## src/ucrh_pkg.sv

```systemverilog
`default_nettype none
// ----------------------------------------------------------------------------
// ucrh_pkg: shared types and constants of the control request handler
// Request, command and result records, action codes, request codes,
// descriptor identifiers and configuration register indexes.
// ----------------------------------------------------------------------------
package ucrh_pkg;

    // Endpoint-0 maximum packet size in bytes (8 to 64)
    localparam int EP0_PACKET_BYTES = 64;
    localparam logic [7:0] EP0_PKT_LEN  = 8'(EP0_PACKET_BYTES);
    localparam logic [6:0] EP0_PKT_CNT  = 7'(EP0_PACKET_BYTES);

    // Command queue between classifier and packetizer
    localparam int CMD_DEPTH  = 2;
    localparam int CMD_PTR_W  = (CMD_DEPTH > 1) ? $clog2(CMD_DEPTH) : 1;
    localparam int CMD_CNT_W  = $clog2(CMD_DEPTH + 1);

    // Configuration registers
    localparam int CFG_COUNT = 6;
    localparam int CFG_IDX_W = 3;
    localparam logic [CFG_IDX_W-1:0] CFG_DEVICE_LEN  = 3'd0;
    localparam logic [CFG_IDX_W-1:0] CFG_CONFIG_LEN  = 3'd1;
    localparam logic [CFG_IDX_W-1:0] CFG_REPORT_LEN  = 3'd2;
    localparam logic [CFG_IDX_W-1:0] CFG_MANUF_LEN   = 3'd3;
    localparam logic [CFG_IDX_W-1:0] CFG_PRODUCT_LEN = 3'd4;
    localparam logic [CFG_IDX_W-1:0] CFG_HID_IF      = 3'd5;

    localparam logic [7:0] RST_DEVICE_LEN  = 8'd18;
    localparam logic [7:0] RST_CONFIG_LEN  = 8'd41;
    localparam logic [7:0] RST_REPORT_LEN  = 8'd64;
    localparam logic [7:0] RST_MANUF_LEN   = 8'd2;
    localparam logic [7:0] RST_PRODUCT_LEN = 8'd2;
    localparam logic [7:0] RST_HID_IF      = 8'd0;
    localparam logic [7:0] RST_PROTOCOL    = 8'd1;

    // Input operations
    localparam logic OP_SETUP     = 1'b0;
    localparam logic OP_BUS_RESET = 1'b1;

    // bRequest codes (standard and HID class)
    localparam logic [7:0] REQ_GET_STATUS     = 8'h00;
    localparam logic [7:0] REQ_GET_REPORT     = 8'h01;
    localparam logic [7:0] REQ_GET_IDLE       = 8'h02;
    localparam logic [7:0] REQ_GET_PROTOCOL   = 8'h03;
    localparam logic [7:0] REQ_SET_ADDRESS    = 8'h05;
    localparam logic [7:0] REQ_GET_DESCRIPTOR = 8'h06;
    localparam logic [7:0] REQ_GET_CONFIG     = 8'h08;
    localparam logic [7:0] REQ_SET_CONFIG     = 8'h09;
    localparam logic [7:0] REQ_SET_REPORT     = 8'h09;
    localparam logic [7:0] REQ_SET_IDLE       = 8'h0A;
    localparam logic [7:0] REQ_SET_PROTOCOL   = 8'h0B;

    // bmRequestType values
    localparam logic [7:0] RT_STD_OUT   = 8'h00;
    localparam logic [7:0] RT_STD_IN    = 8'h80;
    localparam logic [7:0] RT_CLASS_IN  = 8'hA1;
    localparam logic [7:0] RT_CLASS_OUT = 8'h21;

    // Descriptor wValue / wIndex keys
    localparam logic [15:0] DV_DEVICE   = 16'h0100;
    localparam logic [15:0] DV_CONFIG   = 16'h0200;
    localparam logic [15:0] DV_HID      = 16'h2100;
    localparam logic [15:0] DV_REPORT   = 16'h2200;
    localparam logic [15:0] DV_LANGID   = 16'h0300;
    localparam logic [15:0] DV_MANUF    = 16'h0301;
    localparam logic [15:0] DV_PRODUCT  = 16'h0302;
    localparam logic [15:0] LANG_EN_US  = 16'h0409;

    localparam logic [7:0] HID_DESC_LEN    = 8'd9;
    localparam logic [7:0] LANGID_DESC_LEN = 8'd4;
    localparam logic [7:0] LEN_CAP         = 8'd255;

    // Descriptor table entries
    localparam logic [2:0] DSC_DEVICE  = 3'd0;
    localparam logic [2:0] DSC_CONFIG  = 3'd1;
    localparam logic [2:0] DSC_HID     = 3'd2;
    localparam logic [2:0] DSC_REPORT  = 3'd3;
    localparam logic [2:0] DSC_LANGID  = 3'd4;
    localparam logic [2:0] DSC_MANUF   = 3'd5;
    localparam logic [2:0] DSC_PRODUCT = 3'd6;

    typedef enum logic [3:0] {
        ACT_STALL         = 4'd0,
        ACT_DESC          = 4'd1,
        ACT_REPLY         = 4'd2,
        ACT_HANDSHAKE     = 4'd3,
        ACT_SET_ADDRESS   = 4'd4,
        ACT_CONFIGURE     = 4'd5,
        ACT_INIT_REPORT   = 4'd6,
        ACT_OUT_HANDSHAKE = 4'd7,
        ACT_RESET_DONE    = 4'd8
    } t_action;

    typedef struct packed {
        logic        operation;
        logic [7:0]  request_type;
        logic [7:0]  request_code;
        logic [15:0] request_value;
        logic [15:0] request_index;
        logic [15:0] request_length;
    } t_request;

    typedef struct packed {
        t_action     action;
        logic [2:0]  descriptor_select;
        logic [7:0]  byte_offset;
        logic [6:0]  byte_count;
        logic [7:0]  reply_value;
        logic [1:0]  reply_bytes;
        logic [6:0]  device_address;
        logic [7:0]  configuration_now;
        logic        last;
    } t_result;

    // One classified request, as handed from front to back
    typedef struct packed {
        t_action     action;
        logic [2:0]  descriptor_select;
        logic [7:0]  length;
        logic [7:0]  reply_value;
        logic [1:0]  reply_bytes;
        logic [6:0]  device_address;
        logic [7:0]  configuration_now;
    } t_cmd;

endpackage
`default_nettype wire

```

## src/ucrh_front.sv

```systemverilog
`default_nettype none
// ----------------------------------------------------------------------------
// ucrh_front: request classifier
// Holds the configuration registers and device state, decodes each accepted
// request or bus reset combinationally and pushes one command into the queue.
// ----------------------------------------------------------------------------
module ucrh_front (
    input  wire logic                         i_clk,
    input  wire logic                         i_rst_n,
    input  wire logic                         i_cfg_we,
    input  wire logic [ucrh_pkg::CFG_IDX_W-1:0] i_cfg_index,
    input  wire logic [7:0]                   i_cfg_data,
    input  wire logic                         i_accept,
    input  wire ucrh_pkg::t_request           i_request,
    output      ucrh_pkg::t_cmd               o_cmd
);
    import ucrh_pkg::*;

    logic [7:0] r_cfg [CFG_COUNT];
    logic [7:0] r_configuration, n_configuration;
    logic [7:0] r_idle_rate, n_idle_rate;
    logic [7:0] r_protocol, n_protocol;
    logic [6:0] r_address, n_address;
    logic       r_addr_en, n_addr_en;

    logic       desc_hit;
    logic [2:0] desc_sel;
    logic [7:0] desc_len;
    logic [7:0] req_len_cap;
    logic [7:0] xfer_len;
    logic       hid_match;

    // Configuration writes; indexes beyond the list are dropped
    always_ff @(posedge i_clk) begin
        if (!i_rst_n) begin
            r_cfg[CFG_DEVICE_LEN]  <= RST_DEVICE_LEN;
            r_cfg[CFG_CONFIG_LEN]  <= RST_CONFIG_LEN;
            r_cfg[CFG_REPORT_LEN]  <= RST_REPORT_LEN;
            r_cfg[CFG_MANUF_LEN]   <= RST_MANUF_LEN;
            r_cfg[CFG_PRODUCT_LEN] <= RST_PRODUCT_LEN;
            r_cfg[CFG_HID_IF]      <= RST_HID_IF;
        end else if (i_cfg_we && (i_cfg_index < CFG_IDX_W'(CFG_COUNT))) begin
            r_cfg[i_cfg_index] <= i_cfg_data;
        end
    end

    // Look up the descriptor table, first match wins
    assign hid_match = (i_request.request_index == {8'h00, r_cfg[CFG_HID_IF]});

    always_comb begin
        desc_hit = 1'b1;
        desc_sel = DSC_DEVICE;
        desc_len = r_cfg[CFG_DEVICE_LEN];
        if (i_request.request_value == DV_DEVICE && i_request.request_index == 16'h0000) begin
            desc_sel = DSC_DEVICE;
            desc_len = r_cfg[CFG_DEVICE_LEN];
        end else if (i_request.request_value == DV_CONFIG
                     && i_request.request_index == 16'h0000) begin
            desc_sel = DSC_CONFIG;
            desc_len = r_cfg[CFG_CONFIG_LEN];
        end else if (i_request.request_value == DV_HID && hid_match) begin
            desc_sel = DSC_HID;
            desc_len = HID_DESC_LEN;
        end else if (i_request.request_value == DV_REPORT && hid_match) begin
            desc_sel = DSC_REPORT;
            desc_len = r_cfg[CFG_REPORT_LEN];
        end else if (i_request.request_value == DV_LANGID
                     && i_request.request_index == 16'h0000) begin
            desc_sel = DSC_LANGID;
            desc_len = LANGID_DESC_LEN;
        end else if (i_request.request_value == DV_MANUF
                     && i_request.request_index == LANG_EN_US) begin
            desc_sel = DSC_MANUF;
            desc_len = r_cfg[CFG_MANUF_LEN];
        end else if (i_request.request_value == DV_PRODUCT
                     && i_request.request_index == LANG_EN_US) begin
            desc_sel = DSC_PRODUCT;
            desc_len = r_cfg[CFG_PRODUCT_LEN];
        end else begin
            desc_hit = 1'b0;
        end
    end

    // Clamp the transfer length to the request, to one byte of range and to the descriptor length
    assign req_len_cap = (|i_request.request_length[15:8]) ? LEN_CAP
                                                            : i_request.request_length[7:0];
    assign xfer_len    = (req_len_cap > desc_len) ? desc_len : req_len_cap;

    // Classify the request and work out the next device state
    always_comb begin
        n_configuration = r_configuration;
        n_idle_rate     = r_idle_rate;
        n_protocol      = r_protocol;
        n_address       = r_address;
        n_addr_en       = r_addr_en;

        o_cmd                   = '0;
        o_cmd.action            = ACT_STALL;

        if (i_request.operation == OP_BUS_RESET) begin
            n_configuration = 8'h00;
            o_cmd.action    = ACT_RESET_DONE;
        end else if (i_request.request_code == REQ_GET_DESCRIPTOR) begin
            if (desc_hit) begin
                o_cmd.action            = ACT_DESC;
                o_cmd.descriptor_select = desc_sel;
                o_cmd.length            = xfer_len;
            end
        end else if (i_request.request_code == REQ_SET_ADDRESS) begin
            n_address    = i_request.request_value[6:0];
            n_addr_en    = 1'b1;
            o_cmd.action = ACT_SET_ADDRESS;
        end else if (i_request.request_code == REQ_SET_CONFIG
                     && i_request.request_type == RT_STD_OUT) begin
            n_configuration = i_request.request_value[7:0];
            o_cmd.action    = ACT_CONFIGURE;
        end else if (i_request.request_code == REQ_GET_CONFIG
                     && i_request.request_type == RT_STD_IN) begin
            o_cmd.action      = ACT_REPLY;
            o_cmd.reply_value = r_configuration;
            o_cmd.reply_bytes = 2'd1;
        end else if (i_request.request_code == REQ_GET_STATUS) begin
            o_cmd.action      = ACT_REPLY;
            o_cmd.reply_bytes = 2'd2;
        end else if (hid_match && i_request.request_type == RT_CLASS_IN) begin
            case (i_request.request_code)
                REQ_GET_REPORT: begin
                    o_cmd.action = ACT_INIT_REPORT;
                end
                REQ_GET_IDLE: begin
                    o_cmd.action      = ACT_REPLY;
                    o_cmd.reply_value = r_idle_rate;
                    o_cmd.reply_bytes = 2'd1;
                end
                REQ_GET_PROTOCOL: begin
                    o_cmd.action      = ACT_REPLY;
                    o_cmd.reply_value = r_protocol;
                    o_cmd.reply_bytes = 2'd1;
                end
                default: begin
                    o_cmd.action = ACT_STALL;
                end
            endcase
        end else if (hid_match && i_request.request_type == RT_CLASS_OUT) begin
            case (i_request.request_code)
                REQ_SET_REPORT: begin
                    o_cmd.action = ACT_OUT_HANDSHAKE;
                end
                REQ_SET_IDLE: begin
                    n_idle_rate  = i_request.request_value[15:8];
                    o_cmd.action = ACT_HANDSHAKE;
                end
                REQ_SET_PROTOCOL: begin
                    n_protocol   = i_request.request_value[7:0];
                    o_cmd.action = ACT_HANDSHAKE;
                end
                default: begin
                    o_cmd.action = ACT_STALL;
                end
            endcase
        end

        // Snapshot the state as it stands after this request
        o_cmd.device_address    = n_addr_en ? n_address : 7'd0;
        o_cmd.configuration_now = n_configuration;
    end

    // Commit the state on a transfer
    always_ff @(posedge i_clk) begin
        if (!i_rst_n) begin
            r_configuration <= 8'h00;
            r_idle_rate     <= 8'h00;
            r_protocol      <= RST_PROTOCOL;
            r_address       <= 7'd0;
            r_addr_en       <= 1'b0;
        end else if (i_accept) begin
            r_configuration <= n_configuration;
            r_idle_rate     <= n_idle_rate;
            r_protocol      <= n_protocol;
            r_address       <= n_address;
            r_addr_en       <= n_addr_en;
        end
    end

endmodule
`default_nettype wire

```

## src/ucrh_cmd_fifo.sv

```systemverilog
`default_nettype none
// ----------------------------------------------------------------------------
// ucrh_cmd_fifo: command queue
// Short first-in first-out queue of classified commands between the
// classifier and the packetizer; the head is visible while not empty.
// ----------------------------------------------------------------------------
module ucrh_cmd_fifo (
    input  wire logic           i_clk,
    input  wire logic           i_rst_n,
    input  wire logic           i_push,
    input  wire ucrh_pkg::t_cmd i_cmd,
    output      logic           o_full,
    input  wire logic           i_pop,
    output      logic           o_empty,
    output      ucrh_pkg::t_cmd o_head
);
    import ucrh_pkg::*;

    t_cmd                 r_mem [CMD_DEPTH];
    logic [CMD_PTR_W-1:0] r_wr_ptr, r_rd_ptr;
    logic [CMD_CNT_W-1:0] r_count;
    logic                 do_push, do_pop;

    assign o_full  = (r_count == CMD_CNT_W'(CMD_DEPTH));
    assign o_empty = (r_count == '0);
    assign o_head  = r_mem[r_rd_ptr];
    assign do_push = i_push && !o_full;
    assign do_pop  = i_pop && !o_empty;

    // Store the pushed command
    always_ff @(posedge i_clk) begin
        if (do_push) begin
            r_mem[r_wr_ptr] <= i_cmd;
        end
    end

    // Advance pointers and occupancy
    always_ff @(posedge i_clk) begin
        if (!i_rst_n) begin
            r_wr_ptr <= '0;
            r_rd_ptr <= '0;
            r_count  <= '0;
        end else begin
            if (do_push) begin
                r_wr_ptr <= (r_wr_ptr == CMD_PTR_W'(CMD_DEPTH - 1)) ? '0 : r_wr_ptr + 1'b1;
            end
            if (do_pop) begin
                r_rd_ptr <= (r_rd_ptr == CMD_PTR_W'(CMD_DEPTH - 1)) ? '0 : r_rd_ptr + 1'b1;
            end
            if (do_push && !do_pop) begin
                r_count <= r_count + 1'b1;
            end else if (do_pop && !do_push) begin
                r_count <= r_count - 1'b1;
            end
        end
    end

    a_count_bound: assert property (@(posedge i_clk) disable iff (!i_rst_n)
        r_count <= CMD_CNT_W'(CMD_DEPTH))
        else $error("command queue occupancy beyond depth");

endmodule
`default_nettype wire

```

## src/ucrh_back.sv

```systemverilog
`default_nettype none
// ----------------------------------------------------------------------------
// ucrh_back: result packetizer
// Takes the command at the queue head and emits its results into the output
// register, splitting descriptor transfers into endpoint-0 packets.
// ----------------------------------------------------------------------------
module ucrh_back (
    input  wire logic            i_clk,
    input  wire logic            i_rst_n,
    input  wire logic            i_cmd_empty,
    input  wire ucrh_pkg::t_cmd  i_cmd,
    output      logic            o_cmd_pop,
    input  wire logic            i_pop,
    output      logic            o_empty,
    output      ucrh_pkg::t_result o_result
);
    import ucrh_pkg::*;

    t_result    r_out, n_out;
    logic       r_out_valid;
    logic       r_active;
    logic [7:0] r_remain, r_offset;

    logic       emit;
    logic       is_desc;
    logic [7:0] cur_remain, cur_offset, rem_next;
    logic [6:0] pkt_n;
    logic       desc_last;

    assign emit    = !i_cmd_empty && (!r_out_valid || i_pop);
    assign is_desc = (i_cmd.action == ACT_DESC);

    // Size the next descriptor packet
    assign cur_remain = r_active ? r_remain : i_cmd.length;
    assign cur_offset = r_active ? r_offset : 8'h00;
    assign pkt_n      = (cur_remain >= EP0_PKT_LEN) ? EP0_PKT_CNT : cur_remain[6:0];
    assign rem_next   = cur_remain - {1'b0, pkt_n};
    assign desc_last  = (rem_next == 8'h00) && (pkt_n != EP0_PKT_CNT);

    // Build the next result
    always_comb begin
        n_out                   = '0;
        n_out.action            = i_cmd.action;
        n_out.reply_value       = i_cmd.reply_value;
        n_out.reply_bytes       = i_cmd.reply_bytes;
        n_out.device_address    = i_cmd.device_address;
        n_out.configuration_now = i_cmd.configuration_now;
        n_out.last              = 1'b1;
        if (is_desc) begin
            n_out.descriptor_select = i_cmd.descriptor_select;
            n_out.byte_offset       = cur_offset;
            n_out.byte_count        = pkt_n;
            n_out.last              = desc_last;
        end
    end

    // Release the command once its final result goes out
    assign o_cmd_pop = emit && (!is_desc || desc_last);

    // Output register and packet progress
    always_ff @(posedge i_clk) begin
        if (!i_rst_n) begin
            r_out_valid <= 1'b0;
            r_active    <= 1'b0;
        end else begin
            if (emit) begin
                r_out_valid <= 1'b1;
            end else if (i_pop) begin
                r_out_valid <= 1'b0;
            end
            if (emit) begin
                r_active <= is_desc && !desc_last;
            end
        end
    end

    always_ff @(posedge i_clk) begin
        if (emit) begin
            r_out    <= n_out;
            r_remain <= rem_next;
            r_offset <= cur_offset + {1'b0, pkt_n};
        end
    end

    assign o_empty  = !r_out_valid;
    assign o_result = r_out;

    a_active_has_cmd: assert property (@(posedge i_clk) disable iff (!i_rst_n)
        r_active |-> !i_cmd_empty)
        else $error("packetizer mid-transfer with no command queued");

    a_full_until_last: assert property (@(posedge i_clk) disable iff (!i_rst_n)
        (r_out_valid && r_out.action == ACT_DESC && !r_out.last)
            |-> (r_out.byte_count == EP0_PKT_CNT))
        else $error("short descriptor packet not marked last");

    a_count_bound: assert property (@(posedge i_clk) disable iff (!i_rst_n)
        (r_out_valid && r_out.action == ACT_DESC) |-> (r_out.byte_count <= EP0_PKT_CNT))
        else $error("descriptor packet larger than endpoint-0 packet size");

endmodule
`default_nettype wire

```

## src/usb_control_request_handler.sv

```systemverilog
`default_nettype none
// ----------------------------------------------------------------------------
// usb_control_request_handler: USB HID control endpoint request handler
// Decodes setup requests and bus resets, tracks device state and emits
// endpoint-0 results, descriptor transfers split into packets.
// ----------------------------------------------------------------------------
//  channel   ports                          transfer when
//  request   push, full, i_request          push && !full
//  result    empty, pop, o_result           pop && !empty
//  config    i_cfg_we, i_cfg_index, i_cfg_data  i_cfg_we
//
// A request is decoded in the cycle it is transferred; its command is written
// into the queue, and its first result is registered in the output register
// from the queue head. The packetizer emits one result per cycle while the
// output is free or being popped: one for most requests, floor(len/64)+1 for
// a descriptor of len bytes (at most 255), so a request yields 1 to 4 results.
// Reset is synchronous and restores control and state registers at once, with
// no clearing pass; queue storage and output data are not reset. A two-entry
// command queue lets the decoder take requests until full while results stall.
// ----------------------------------------------------------------------------
module usb_control_request_handler (
    input  wire logic                           i_clk,
    input  wire logic                           i_rst_n,
    input  wire logic                           i_cfg_we,
    input  wire logic [ucrh_pkg::CFG_IDX_W-1:0] i_cfg_index,
    input  wire logic [7:0]                     i_cfg_data,
    input  wire logic                           push,
    output      logic                           full,
    input  wire ucrh_pkg::t_request             i_request,
    output      logic                           empty,
    input  wire logic                           pop,
    output      ucrh_pkg::t_result              o_result
);
    import ucrh_pkg::*;

    t_cmd front_cmd, head_cmd;
    logic accept, cmd_empty, cmd_pop;

    assign accept = push && !full;

    // Classify requests
    ucrh_front u_front (
        .i_clk       (i_clk),
        .i_rst_n     (i_rst_n),
        .i_cfg_we    (i_cfg_we),
        .i_cfg_index (i_cfg_index),
        .i_cfg_data  (i_cfg_data),
        .i_accept    (accept),
        .i_request   (i_request),
        .o_cmd       (front_cmd)
    );

    // Hold pending commands
    ucrh_cmd_fifo u_fifo (
        .i_clk   (i_clk),
        .i_rst_n (i_rst_n),
        .i_push  (accept),
        .i_cmd   (front_cmd),
        .o_full  (full),
        .i_pop   (cmd_pop),
        .o_empty (cmd_empty),
        .o_head  (head_cmd)
    );

    // Emit results
    ucrh_back u_back (
        .i_clk       (i_clk),
        .i_rst_n     (i_rst_n),
        .i_cmd_empty (cmd_empty),
        .i_cmd       (head_cmd),
        .o_cmd_pop   (cmd_pop),
        .i_pop       (pop),
        .o_empty     (empty),
        .o_result    (o_result)
    );

endmodule
`default_nettype wire
```

## config.mk

```make
export PLATFORM = sky130hd
export DESIGN_NAME = usb_control_request_handler
export DESIGN_NICKNAME = d
export VERILOG_FILES = /design/src/ucrh_pkg.sv /design/src/ucrh_front.sv /design/src/ucrh_cmd_fifo.sv /design/src/ucrh_back.sv /design/src/usb_control_request_handler.sv
export SDC_FILE = /design/constraint.sdc
export NUM_CORES = 1
export LEC_CHECK = 0
export BUFFER_PORTS_ARGS = -buffer_cell sky130_fd_sc_hd__buf_2
export CORE_MARGIN = 3
export CORE_UTILIZATION = 59
export CTS_BUF_LIST = sky130_fd_sc_hd__clkbuf_4 sky130_fd_sc_hd__clkbuf_8
export DETAILED_ROUTE_END_ITERATION = 10
export HOLD_SLACK_MARGIN = 0.12
export MAX_ROUTING_LAYER = met4
export PLACE_DENSITY = 0.85
export SYNTH_ARGS = -nofsm -noshare
export SYNTH_HDL_FRONTEND = slang
export SYNTH_SLANG_ARGS = --single-unit
```

## constraint.sdc

```tcl
create_clock -name i_clk -period 5.6 [get_ports i_clk]
set_input_delay 0.56 -clock i_clk [delete_from_list [all_inputs] [get_ports i_clk]]
set_output_delay 0.56 -clock i_clk [all_outputs]
set_load 0.01 [all_outputs]
```

==> flow_summary.yaml, run 1 <==
floorplan:
  die_area_um2: 20400
  die_x_um: 143
  start_util: 0.608
  num_rows: 49
  ioPinCount: 131
  fp.coreArea_um2: 18100
  die_height_um: 143
timing:
  setup-violations-final: 0
  relSlewSlack: 0.192
  slew_viol_final: 0
  whs_ns: 0.306
  worst_pin_slew_ns: 1.21
  tns_ns: 0
  fin_crit_sh: 0.809
  hold_viol_final: 0
  setup_ws_ns: 1.07
  max_freq_mhz: 221
  fin_skew_ns: 0.0204
  grt_setup_unrepaired: "false"
  period_needed_ns: 4.53
detailed_routing:
  viasPerCell: 6.00
  firstDrtPassIters: 6
  wl_per_cell_um: 19.1
  num_vias: 8069
  antenna_left: 0
  drt_wl_total_mm: 25.6
  drt_iter0_markers: 719
  drc_errors: 0
placement:
  placed_area_um2: 11900
  gp_congestion: 0.938
  pre_cts_ws_ns: 0.631
  io_buffers: 130
  dp_hpwl_mm: 17.9
critical_path:
  reg2reg_to: "u_fifo.r_mem[0][26]"
  crit_fanout: 8
  critical_path_class: "in -> reg"
  rr_worst_depth: 15
  crit_buf_inv: 2
  critPathTopFamily: "simple AND/OR/NAND/NOR gates"
  reg2reg_slack_ns: 1.26
  crit_end: "u_fifo.r_mem[0][26]"
  crit_chain: "buf_2 > nor4_2 > nand4_2 > nor4_1 > a211oi_1 > o21ai_0 > a22oi_1 > nor2_1 > ha_1 > a21o_1 > a221o_1 > nor3_1 > nor2_1 > buf_4 > mux2i_1 > a211oi_1"
  startpoint_type: "primary input"
  crit_path_start: "i_request[25]"
  crit_arrival_ns: 4.84
  crit_slowest_cell: "nor4_1"
  slowest_delay_ns: 0.70
  cp-end-kind: "flop"
  reg2reg_from: "u_front.r_cfg[5][6]"
  cp.required_ns: 5.91
  worst-path-stages: 16
pwr:
  ir_worst_vdd_mv: 0.258
  powerDensity_nw_per_um2: 383
  p_leak_nw: 4.78
yosys:
  synth.distinct_cells: 77
  syn_avg_cell_area_um2: 11.6
  ys_ff_latch: 231
  synth_seq_area_share: 0.594
  synthArstFlopShare: 0
  syn_nets: 1053
  synth_top_flop_cell: "edfxtp_1"
  synthesis.area_um2: 11000
  synth_cells: 954
  synth_edf_count: 192
  yosysWarnings: 0
cts:
  clockBufferDepth: 3
  cts_tree: "yes"
  insertion_delay_ns: 0.54
  cts_hold_buf: 0
  cts-resized-gates: 0
  cts.sinks: 231
  ctsRootBufferMaster: "clkbuf_8"
  cts_buffers: 37
  cts_max_level: 2
  cts_setup_buffers: 0
  path_clk_slew_ns: 0.06
finish:
  drive_gt1_frac: 0.236
  area_growth_pct: 14.2
  design_area_um2: 12600
  nNetsFinal: 1191
  n_antenna_cell: 0
min_path:
  hold_path.class: "in -> reg"
  hp-start: "i_request[46]"
global_route:
  overflow: 0
  grt_pass1_vias: 7838
  track_usage: 0.259
  grt_max_degree: 66
  antenna_found_initial: 0
  grt_pass1_wl_mm: 40.4
flow_run:
  cap_violations: 0
run_status:
  status: "completed"
synth_stat cells (20+ instances only):
library cell	number	area share
nor3_1	22	0.010
o21ai_0	29	0.013
nor2_1	121	0.041
mux2_2	30	0.031
nand2_1	110	0.037
inv_1	34	0.012
and2_1	20	0.011
a21oi_1	31	0.014
mux2i_1	43	0.039
clkbuf_1	26	0.0088
edfxtp_1	192	0.52
nor2b_1	21	0.012
dfxtp_1	39	0.071
worst min-delay path, cell delays in order:
cell and delay [ns]:
buf_2 0.11, nand2_1 0.06, mux2i_1 0.06
where the power goes:
group	switching, mW	internal [mW]
logic	0.663	0.378
clock network	0.639	0.764
registers	0.0940	2.29
final cells by class:
| type | count | area, um^2 |
|---|---|---|
| Clock buffer | 57 | 672 |
| Fill cell | 1312 | 5560 |
| Timing Repair Buffer | 139 | 718 |
| Multi-Input combinational cell | 648 | 4200 |
| Tap cell | 229 | 287 |
| Sequential cell | 231 | 6550 |
| Inverter | 35 | 131 |
| Clock inverter | 6 | 35.0 |
stage by stage:
stage	std cells	total power, mW	utilization
2_1_floorplan	954	3.10	-
3_3_place_gp	1282	3.40	0.655
3_5_place_dp	1282	3.45	0.655
4_1_cts	1345	4.86	0.694
5_1_grt	1345	5.05	0.694
6_report	1345	4.82	0.694
registers in the layout (all words and copies together), names as in the netlist, 8 cells and up, named ones only:
name,flops
u_back.o_result,48
u_back.r_offset,8
u_back.r_remain,8
u_fifo.r_mem,80
u_front.r_cfg,48
u_front.r_configuration,8
u_front.r_idle_rate,8
u_front.r_protocol,8
cell families after synthesis:
family,synth area share
other,0.000340
muxes,0.0697
AOI/OAI and AO/OA,0.0983
DFF,0.594
buffers and inverters,0.0275
and+or+nand+nor,0.175
xor gates and xnor gates,0.0143
adders and majority gates,0.0211
worst min path at each step:
stage                             endpoint  depth (start not counted)
global placement     u_front.r_protocol[7]                          2
CTS                 u_front.r_idle_rate[6]                          3
finish              u_front.r_idle_rate[6]                          3
global route           u_front.r_cfg[4][1]                          2
detailed placement   u_front.r_protocol[7]                          2
floorplan           u_front.r_idle_rate[0]                          2
per-layer routing:
metal / track usage / routed length (um)
met5: - / 0
met4: 0.0830 / 658
met3: 0.0512 / 1840
met2: 0.406 / 12300
met1: 0.344 / 10900
layout by cell type, fill, tap and decap left out, drive strengths merged, types with 3 or more instances in the layout:
cell     count
mux2        30
nor2b       21
a221oi      11
ha          17
or2         10
or3          7
a21boi       8
dfxtp       39
o21bai       3
a211oi       8
edfxtp     192
o211ai       3
a21o         5
nand2b      11
or4          3
a2bb2oi      8
nand2      111
and2        20
o21a         3
nor2       123
clkinv       5
a22oi       13
o21ai       30
nor4b        3
xnor2       16
nand3       10
inv         36
a21oi       32
clkbuf      57
nand4        9
nor3        23
a31oi        4
mux2i       43
buf        139
nor4        23
a32o         6
(Power assumes the default switching activity.)
==> run 2: changes to the inputs <==
--- a/config.mk
+++ b/config.mk
@@ -7,12 +7,12 @@
 export LEC_CHECK = 0
 export BUFFER_PORTS_ARGS = -buffer_cell sky130_fd_sc_hd__buf_2
 export CORE_MARGIN = 3
-export CORE_UTILIZATION = 59
+export CORE_UTILIZATION = 55
 export CTS_BUF_LIST = sky130_fd_sc_hd__clkbuf_4 sky130_fd_sc_hd__clkbuf_8
 export DETAILED_ROUTE_END_ITERATION = 10
 export HOLD_SLACK_MARGIN = 0.12
 export MAX_ROUTING_LAYER = met4
-export PLACE_DENSITY = 0.85
+export PLACE_DENSITY = 0.83
 export SYNTH_ARGS = -nofsm -noshare
 export SYNTH_HDL_FRONTEND = slang
 export SYNTH_SLANG_ARGS = --single-unit
==> constraint.sdc (replaced) <==
create_clock -name i_clk -period 4.1 [get_ports i_clk]
set_input_delay 0.41 -clock i_clk [delete_from_list [all_inputs] [get_ports i_clk]]
set_output_delay 0.41 -clock i_clk [all_outputs]
set_load 0.01 [all_outputs]
==> run 2 against run 1 <==
- register-to-register slack got worse by 0.99 ns
- highest routed layer unchanged
- critical endpoint is now u_fifo.r_mem[0][31]
- setup slack got worse by 0.80 ns
- largest cell class unchanged
- global-route usage decreased by 2.5 points
==> flow_summary.yaml, run 2 (synthesis gave the netlist of run 1 again) <==
global_route:
  grt_pass1_vias: 7835
  track_usage: 0.234
  grt_max_degree: 65
  grt_pass1_wl_mm: 39.6
  antenna_found_initial: 0
  overflow: 0
critical_path:
  crit_slowest_cell: "a211oi_1"
  slowest_delay_ns: 0.41
  startpoint_type: "flop"
  crit_arrival_ns: 4.14
  crit_fanout: 5
  cp.required_ns: 4.41
  cp-end-kind: "flop"
  critical_path_class: "reg -> reg"
  cp_common_cell: "a211oi_1"
  crit_chain: "xnor2_1 > nand4_1 > nor4_2 > a211oi_1 > o21ai_0 > a22oi_1 > nor2_1 > ha_1 > a21o_1 > a221o_1 > nor3_2 > nor2_2 > buf_4 > mux2i_1 > a211oi_1"
floorplan:
  num_rows: 51
  ioPinCount: 131
  die_x_um: 148
  start_util: 0.563
  fp.coreArea_um2: 19600
  die_area_um2: 21800
  die_height_um: 148
flow_run:
  cap_violations: 0
finish:
  area_growth_pct: 19.5
  num-fill-cells: 1406
  drive_gt1_frac: 0.281
  largest_reg_flops: 80
  nNetsFinal: 1256
  n_antenna_cell: 0
  final_cell_mix: "192 x edfxtp_1, 130 x buf_2, 117 x nor2_1"
  multiInputGateArea_um2: 4220
  regMostFlops: "u_fifo.r_mem"
  seq_area_um2: 6550
  final_util: 0.673
  final_common_cell: "edfxtp_1"
pwr:
  switchingPower_mw: 1.89
  switching_share: 0.284
  powerDensity_nw_per_um2: 504
  sequentialPowerShare: 0.486
  ir_worst_vdd_mv: 0.436
  p_leak_nw: 5.12
  finalPower_mw: 6.64
  pwr-share-comb: 0.217
  p_clk_frac: 0.297
  p_int_mw: 4.76
detailed_routing:
  wl_met1_mm: 10.4
  num_vias: 8154
  viasPerCell: 5.63
  antenna_left: 0
  drc_errors: 0
  firstDrtPassIters: 5
  wl_per_cell_um: 17.4
  routed-wl-met3_mm: 2.09
  drt_iter0_markers: 723
  dr_wl_met2_mm: 12.0
  drt_wl_total_mm: 25.2
  top_layer_used: "met4"
run_status:
  status: "completed"
timing:
  hold_viol_final: 0
  fin_crit_sh: 0.934
  worst_pin_slew_ns: 1.13
  period_needed_ns: 3.83
  max_freq_mhz: 261
  fin_skew_ns: 0.0204
  setup-violations-final: 0
  slew_viol_final: 0
  grt_setup_unrepaired: "false"
  relSlewSlack: 0.235
cts:
  clockBufferDepth: 3
  cts_max_level: 2
  ctsRootBufferMaster: "clkbuf_8"
  cts_buffers: 36
  path_clk_slew_ns: 0.06
  cts.sinks: 231
  cts_setup_buffers: 0
  insertion_delay_ns: 0.54
  cts_tree: "yes"
  cts_hold_buf: 0
placement:
  io_buffers: 130
  gp_congestion: 0.896
  dp_hpwl_mm: 18.4
min_path:
  hold_path.class: "in -> reg"
[run 2: cell count changes in the layout (fill, tap and decap cells not counted), moves of 2 or more]
cell | previous run | this run
clkbuf_4 | 18 | 13
clkinvlp_4 | 0 | 2
clkinv_2 | 0 | 2
buf_4 | 9 | 75
[run 2: layout make-up]
class / count / share of cell area
Clock buffer: 53 / 0.0492
Clock inverter: 12 / 0.00712
Inverter: 35 / 0.00997
Multi-Input combinational cell: 648 / 0.320
Sequential cell: 231 / 0.497
Tap cell: 265 / 0.0252
Timing Repair Buffer: 205 / 0.0921
[run 2: path summary, 6_finish.rpt]
check,from,endpoint,slack (ns),cells after the start
max reg2reg,u_front.r_cfg[5][6],u_fifo.r_mem[0][31],0.27,15
min reg2reg,u_front.r_protocol[4],u_front.r_protocol[4],0.46,2
min,i_cfg_data[1],u_front.r_cfg[4][1],0.15,2
max,u_front.r_cfg[5][6],u_fifo.r_mem[0][31],0.27,15
[run 2: metal layers]
metal | track usage | up-vias
li1 | - | 3921
met1 | 0.301 | 3818
met2 | 0.377 | 359
met3 | 0.0484 | 56
met4 | 0.0783 | 0
met5 | - | -
[run 2: through the flow]
stage | cells | hold WS (ns) | worst slack (ns) | TNS, ns | instance area [um^2]
2_1_floorplan | 954 | 0.434 | 0.176 | 0 | 11000
3_3_place_gp | 1384 | 0.442 | -0.135 | -1.40 | 12400
3_5_place_dp | 1384 | 0.452 | -0.324 | -3.87 | 12400
4_1_cts | 1449 | 0.136 | 0.222 | 0 | 13200
5_1_grt | 1449 | 0.160 | 0.0310 | 0 | 13200
6_report | 1449 | 0.154 | 0.272 | 0 | 13200
[run 2: power groups by stage]
| stage | sequential, mW | clock, mW | combinational, mW |
|---|---|---|---|
| finish | 3.23 | 1.97 | 1.44 |
| global placement | 3.26 | 0 | 1.42 |
| global route | 3.26 | 2.11 | 1.60 |
| CTS | 3.23 | 2.01 | 1.45 |
| detailed placement | 3.28 | 0 | 1.44 |
| floorplan | 3.38 | 0 | 0.835 |
[run 2: what timing repair did]
| item | in CTS | in global routing |
|---|---|---|
| endpoints found under the hold margin | 0 | 0 |
| gates resized for setup | 0 | 3 |
| setup endpoints to repair | 0 | 11 |
[run 2: worst max-delay path, delay by kind of cell (launching register included)]
family          cells  cell delay [ns]
mux                 1             0.13
flops               1             0.38
xor+xnor            1             0.14
simple gates        5             0.76
buf+inv             1             0.17
compound gates      6             1.75
fa+ha+maj           1             0.29
==> run 3: changes to the inputs <==
--- a/config.mk
+++ b/config.mk
@@ -7,12 +7,12 @@
 export LEC_CHECK = 0
 export BUFFER_PORTS_ARGS = -buffer_cell sky130_fd_sc_hd__buf_2
 export CORE_MARGIN = 3
-export CORE_UTILIZATION = 55
+export CORE_UTILIZATION = 30
 export CTS_BUF_LIST = sky130_fd_sc_hd__clkbuf_4 sky130_fd_sc_hd__clkbuf_8
 export DETAILED_ROUTE_END_ITERATION = 10
 export HOLD_SLACK_MARGIN = 0.12
 export MAX_ROUTING_LAYER = met4
-export PLACE_DENSITY = 0.83
+export PLACE_DENSITY = 0.52
 export SYNTH_ARGS = -nofsm -noshare
 export SYNTH_HDL_FRONTEND = slang
 export SYNTH_SLANG_ARGS = --single-unit
==> run 3 against run 2 <==
- design area grew 3.0%
- hold slack better by 0.0099 ns
- register-to-register slack better by 0.098 ns
- sequential share of layout area fell by 1.5 points
- critical path type is now in -> reg
- total power grew 2.9%
- sequential power about the same
- combinational power grew 4%
- cell count up 15%
- routed wire length grew 13%
- die area is 79% higher
- clock-buffer cell count decreased by 5
- setup slack improved by 0.020 ns
==> flow_summary.yaml, run 3 (synthesis gave the netlist of run 1 again) <==
critical_path:
  cp_common_cell: "buf_4"
  critical_path_class: "in -> reg"
  crit_buf_inv: 4
  crit_fanout: 8
  critPathTopFamily: "simple AND/OR/NAND/NOR gates"
  startpoint_type: "primary input"
  slowest_delay_ns: 0.39
  crit_slowest_cell: "nor2_1"
  cp.required_ns: 4.43
  crit_chain: "buf_2 > nor2_1 > nand4_1 > buf_4 > nor4_4 > buf_4 > a221oi_1 > o21ai_0 > a22oi_1 > nor2_1 > ha_1 > a21o_1 > a221o_1 > nor3_1 > nor2_2 > buf_4 > mux2i_1 > a211oi_1"
  cp-end-kind: "flop"
  crit_arrival_ns: 4.14
cts:
  cts_setup_buffers: 0
  path_clk_slew_ns: 0.05
  cts.sinks: 231
  clockBufferDepth: 3
  cts_buffers: 42
  cts_max_level: 2
  insertion_delay_ns: 0.54
  ctsRootBufferMaster: "clkbuf_8"
  cts_tree: "yes"
finish:
  regMostFlops: "u_fifo.r_mem"
  final_cell_mix: "192 x edfxtp_1, 130 x buf_2, 117 x nor2_1"
  final_util: 0.378
  nNetsFinal: 1273
  drive_gt1_frac: 0.287
  area_growth_pct: 23.1
  final_common_cell: "edfxtp_1"
  largest_reg_flops: 80
global_route:
  track_usage: 0.148
  antenna_found_initial: 1
  overflow: 0
  grt_max_degree: 65
  grt_pass1_wl_mm: 44.1
  grt_pass1_vias: 7972
timing:
  hold_viol_final: 0
  fin_skew_ns: 0.0241
  tns_ns: 0
  worst_pin_slew_ns: 1.10
  setup_ws_ns: 0.292
  max_freq_mhz: 263
  slew_viol_final: 0
  fin_crit_sh: 0.929
  period_needed_ns: 3.81
  setup-violations-final: 0
  relSlewSlack: 0.262
run_status:
  status: "completed"
detailed_routing:
  firstDrtPassIters: 5
  drc_errors: 0
  drt_wl_total_mm: 28.5
  num_vias: 7976
  viasPerCell: 4.79
  antenna_left: 0
  drt_iter0_markers: 479
  wl_per_cell_um: 17.1
floorplan:
  start_util: 0.307
  die_area_um2: 39100
  fp.coreArea_um2: 35900
  die_x_um: 198
  die_height_um: 198
  ioPinCount: 131
  num_rows: 69
pwr:
  p_int_mw: 4.84
  p_leak_nw: 5.20
  powerDensity_nw_per_um2: 503
  sequentialPowerShare: 0.474
  p_clk_frac: 0.307
  switchingPower_mw: 2.00
  ir_worst_vdd_mv: 0.306
  pwr-share-comb: 0.220
  switching_share: 0.292
placement:
  io_buffers: 130
  pre_cts_ws_ns: -0.235
  dp_hpwl_mm: 21.1
  gp_congestion: 0.858
min_path:
  hold_path.class: "in -> reg"
flow_run:
  cap_violations: 0
==> run 3: layer usage <==
layer / GRT usage / routed length (um)
met5: - / 0
met4: 0.0419 / 637
met3: 0.0247 / 1380
met2: 0.229 / 13000
met1: 0.202 / 13500
==> run 3: worst reg2reg max path: cells and delay by family (launching register included) <==
| family | cells | cell delay [ns] |
|---|---|---|
| AO/OA/AOI/OAI | 6 | 1.23 |
| XOR/XNOR | 1 | 0.17 |
| adder cells (fa/ha/maj) | 1 | 0.25 |
| buffers and inverters | 1 | 0.18 |
| flip-flops | 1 | 0.39 |
| multiplexers | 1 | 0.12 |
| AND/OR/NAND/NOR | 5 | 1.19 |
==> run 3: repair_timing <==
item	CTS	global route
endpoints found under the hold margin	0	0
hold buffers	0	0
resized for setup	0	3
setup endpoints to repair	0	12
==> run 3: worst paths after layout <==
path,startpoint,to,slack (ns),depth (start not counted)
hold reg to reg,u_front.r_idle_rate[1],u_front.r_idle_rate[1],0.46,2
hold / removal,i_cfg_data[1],u_front.r_cfg[4][1],0.16,2
setup / recovery,i_request[38],u_fifo.r_mem[1][31],0.29,18
setup reg to reg,u_front.r_cfg[5][5],u_fifo.r_mem[1][31],0.37,15
==> run 3: power groups by stage <==
stage	Clock (mW)	Sequential, mW	Combinational, mW
after floorplan	0	3.38	0.835
after global placement	0	3.28	1.51
after detailed placement	0	3.29	1.53
after CTS	2.17	3.25	1.54
after global routing	2.28	3.28	1.67
final	2.09	3.24	1.50
==> run 3: layout make-up <==
class	count	area [um^2]
fillers	3601	22300
flip-flops and latches	231	6550
inverters	35	131
clock inverters	26	175
diodes	1	2.50
multi-input cells	648	4220
repair buffers	216	1300
clock buffers	48	629
well taps	461	577
==> run 3: through the flow <==
step	power, mW	cells	instance area (um^2)	hold WS [ns]
CTS	6.95	1665	13600	0.125
finish	6.83	1666	13600	0.163
floorplan	4.22	954	11000	0.434
global route	7.23	1666	13600	0.138
global placement	4.80	1591	12800	0.445
detailed placement	4.82	1591	12800	0.450
